===== src/design/mvpsp_ram.sv =====
// ----------------------------------------------------------------------------
// mvpsp_ram
// Generic single-port RAM with registered read.
// ----------------------------------------------------------------------------
`default_nettype none
module mvpsp_ram #(
   parameter int WIDTH = 8,
   parameter int DEPTH = 256
) (
   input  wire logic                     clock,
   input  wire logic                     wr_en,
   input  wire logic [$clog2(DEPTH)-1:0] addr,
   input  wire logic [WIDTH-1:0]         wr_data,
   output logic      [WIDTH-1:0]         rd_data
);
   logic [WIDTH-1:0] mem [DEPTH];

   // read one entry per cycle, and write it too when wr_en is set
   always_ff @(posedge clock) begin
      if (wr_en) begin
         mem[addr] <= wr_data;
      end
      rd_data <= mem[addr];
   end
endmodule
`default_nettype wire

===== config.mk =====
export PLATFORM = sky130hd
export DESIGN_NAME = mvpsp_ram
export DESIGN_NICKNAME = d
export VERILOG_FILES = /design/src/design/mvpsp_ram.sv
export SDC_FILE = /design/constraint.sdc
export NUM_CORES = 2
export LEC_CHECK = 0
export BUFFER_PORTS_ARGS = -buffer_cell sky130_fd_sc_hd__clkbuf_2
export CELL_PAD_IN_SITES_DETAIL_PLACEMENT = 0
export CELL_PAD_IN_SITES_GLOBAL_PLACEMENT = 1
export CORE_AREA = 4 4 364 366
export CTS_BUF_LIST = sky130_fd_sc_hd__clkbuf_4 sky130_fd_sc_hd__clkbuf_8
export DETAILED_ROUTE_END_ITERATION = 10
export DIE_AREA = 0 0 368 370
export GPL_ROUTABILITY_DRIVEN = 0
export PLACE_DENSITY = 0.92
export SLEW_MARGIN = 20
export SYNTH_ARGS = -nofsm -noshare
export SYNTH_HDL_FRONTEND = slang
export SYNTH_SLANG_ARGS = --single-unit

===== constraint.sdc =====
create_clock -name clock -period 5.7 [get_ports clock]
set_clock_uncertainty 0.2 [all_clocks]
set_input_delay 0.285 -clock clock [delete_from_list [all_inputs] [get_ports clock]]
set_output_delay 0.285 -clock clock [all_outputs]
set_load 0.02 [all_outputs]

======== Word-level counts from Yosys, hierarchy flattened ========
Memory sizes are Yosys's and may differ from the RTL's. A register that Yosys moved wholly into a read port is not among the register bits.
Index checks and enable logic that the tools add are counted.
word-level totals
  memory bits (writable) .................. 2048
  logic and storage cells ................. 3
  memories kept ........................... 1
  bits of input ports ..................... 18
  output and inout port bits .............. 8
  register bits ........................... 0
memory list
  memory  words  width  rd ports  clocked after memory_dff  wr ports  line  RTL
  mem     256    8      1         1                         1         16    logic [WIDTH-1:0] mem [DEPTH];
operators by class
  mux-type cells .......................... 2
operator list
  operator  number
  $mux W1   2

======== Longest topological paths before layout ========
  depth after elaboration ................. 2
  mapped depth ............................ 10
  mapped depth without buffers ............ 5

======== Least setup slack after synthesis ========
No wires, ideal clock.
  path type ............................... input to register
  start point ............................. input port addr[1]
  end point ............................... memory mem[111][0] (enable)
  slack ................................... 2996 ps
  required time ........................... 5130 ps
  arrival time ............................ 2134 ps
  stages .................................. 9
  cell sequence ........................... buf_2 > clkbuf_1 > clkbuf_1 > nand2_1 > buf_2 > nor2_1 > nand2_1 > clkbuf_1 > nor2_1
RTL lines
  item                line  RTL
  start: declaration  12    input wire logic [$clog2(DEPTH)-1:0] addr,
  end: declaration    16
No word-level cell before the write port.

==> flow_summary.yaml <==
worst_hold_path:
  hp-class: "in2reg"
sta:
  final.min_clock_period_ns: 3.77
  rsz0062_at_grt: "no"
  setup_viol: 0
  hold_viol_final: 0
  setup_tns_ns: 0
  worst_slew_pin_slew_ns: 1.25
  slew_headroom: 0.155
  period_share: 0.662
  fmax_mhz: 265
  drv_slew: 0
critical_path:
  slowest_stage: "o41ai_2"
  startpoint_type: "input port"
  worstPathArrival_ns: 4.46
  slowest_delay_ns: 0.75
  crit_required_ns: 6.38
  worst_setup_path_end_kind: "register"
  crit_type: "in2reg"
  crit_path_cell_trace: "buf_8, buf_12, buf_4, mux4_2, a22oi_1, a21oi_1, o41ai_2, nand4_1, dlygate4sd3_1"
  path_max_fanout: 90
global_routing:
  grt_max_degree: 166
  overflow: 0
  antenna_found_initial: 5
  grt_pass1_wl_microns: 268000
  grt_usage: 0.271
  first_global_vias: 39704
power_and_ir_drop:
  irDropWorstVdd_uv: 244
  p_leak_nw: 26.7
  p_per_area_nw_per_um2: 343
die:
  die_h_microns: 370
  die_width_microns: 368
  core_sq_um: 129000
  ios: 26
  start_util: 0.608
  die-area_sq_um: 136000
  num_rows: 132
routing:
  dr_total_vias: 39413
  drt-pass1-iter-count: 7
  routed_wl_microns: 182000
  detail_route.wl_per_cell_microns: 31.5
  drt-initial-drc-count: 6205
  via_per_inst: 6.82
  ant_nets: 0
  drc: 0
yosys:
  yosys-top-cells-area: "edfxtp_1 78%, mux4_2 15%, a22oi_1 2.4%, nor2_1 1.1%, a21oi_1 0.82%"
  synth_ff_type: "edfxtp_1"
  syn_area_sq_um: 78500
  ys_top_cells_by_count: "2048 x edfxtp_1, 512 x mux4_2, 256 x a22oi_1"
  async_flop_share: 0
  synthCells: 3547
  yosysMostFrequentCell: "edfxtp_1"
  yosys_register_bits: 2056
  synthDistinctLibCells: 22
  yosysTopAreaCellShare: 0.783
  synth_top_cell_by_area: "edfxtp_1"
  avgSynthCellArea_sq_um: 22.1
  ys_seq_area_frac: 0.786
  synth_edf_count: 2048
  synth_nets: 3565
  ys_warn_count: 0
clock_tree:
  cts_buffers: 328
  post_cts_buffers: 0
  postCtsHoldBufs: 15
  post_cts_resized: 0
  clk_pin_slew_ns: 0.06
  htreeDepth: 5
  clock_path_buffers: 4
  cts_tree: "yes"
  clockRootBuffer: "clkbuf_8"
  clock-sinks: 2056
  clk_latency_ns: 1.05
cells_and_area:
  fin_util: 0.675
  syn_to_final_growth_pct: 11.0
  nNetsFinal: 3827
  multi_input_area_sq_um: 15800
  fill_cells: 7473
  register_area_sq_um: 61700
  drive_gt1_frac: 0.287
job:
  max_cap_viol_count: 0
placement:
  place_hpwl_microns: 106000
  io_buffers: 25
run_status:
  outcome: "complete, no violations"
==> final timing paths <==
check	slack (ns)	startpoint	to	cells after the start
setup reg to reg	2.51	mem[179][7]	rd_data[7]	6
hold / removal	0.04	wr_data[2]	mem[20][2]	2
setup / recovery	1.93	addr[1]	rd_data[7]	9
hold reg to reg	0.81	mem[250][5]	rd_data[5]	5
==> metrics by stage <==
step | hold WS, ns | cells | instance area (sq um) | power (mW) | setup slack, ns
6_report | 0.0362 | 5782 | 87200 | 29.9 | 1.93
5_1_grt | 0.00958 | 5777 | 87100 | 30.8 | 1.81
4_1_cts | 0.155 | 5774 | 87100 | 29.9 | 1.92
3_5_place_dp | 0.567 | 5204 | 80900 | 18.3 | 1.32
3_3_place_gp | 0.564 | 5204 | 80900 | 18.3 | 1.42
2_1_floorplan | 0.184 | 3547 | 78500 | 17.7 | 3.00
==> sequential cells by signal, summed over array words and instances (netlist names) <==
name	count
rd_data	8
mem	2048
==> cell type report <==
class                   count  area share
diodes                      6    0.000172
clock buffers             440      0.0620
clock inverters           115     0.00706
inverters                   1   0.0000431
multi-input cells        1258       0.181
flip-flops and latches   2056       0.707
well taps                1742      0.0250
repair buffers            164      0.0171
==> metal layers <==
| layer | GRT usage | up-vias | wire length (microns) |
|---|---|---|---|
| li1 | - | 15640 | - |
| met1 | 0.380 | 20239 | 64100 |
| met2 | 0.407 | 3050 | 86000 |
| met3 | 0.0854 | 476 | 24800 |
| met4 | 0.102 | 8 | 6910 |
| met5 | 0 | - | 91 |
==> where the power goes <==
part           total, mW  internal (mW)  leakage, nW  switching (mW)
clock network       11.8           6.30         3.19            5.50
logic               1.36          0.476         5.05           0.889
registers           16.7           16.7         18.5          0.0260
total               29.9           23.4         26.7            6.41
==> placed cells by master (no fill, tap or decap), types with 3 or more instances in the layout <==
| cell | count |
|---|---|
| dfxtp_1 | 8 |
| nor2b_1 | 4 |
| buf_12 | 12 |
| nand3_1 | 13 |
| diode_2 | 6 |
| clkinv_1 | 73 |
| nand2b_1 | 4 |
| clkbuf_4 | 104 |
| clkinv_2 | 27 |
| nor3_1 | 29 |
| nand4_1 | 8 |
| bufinv_16 | 4 |
| buf_8 | 3 |
| clkbuf_8 | 343 |
| dlygate4sd3_1 | 15 |
| mux4_2 | 512 |
| o41ai_2 | 3 |
| clkbuf_2 | 15 |
| a21oi_1 | 128 |
| a22oi_1 | 256 |
| nor2_1 | 231 |
| buf_4 | 110 |
| edfxtp_1 | 2048 |
| nand2_1 | 28 |
| clkinvlp_4 | 8 |
| o41ai_1 | 29 |
==> critical path, delay by kind of cell <==
kind | cells | cell delay (ns)
and+or+nand+nor | 1 | 0.17
buffers and inverters | 4 | 2.18
muxes | 1 | 0.40
AOI/OAI and AO/OA | 3 | 1.15
==> logic make-up (layout without fill, tap and decap cells) <==
group,Yosys count,in the layout,share of synthesized area
flops,2056,2056,0.786
compound gates,416,416,0.0362
buf+inv,233,720,0.0140
simple gates,330,330,0.0173
mux,512,512,0.147
other cells,0,6,0
Power figures use the tool's default switching activity.
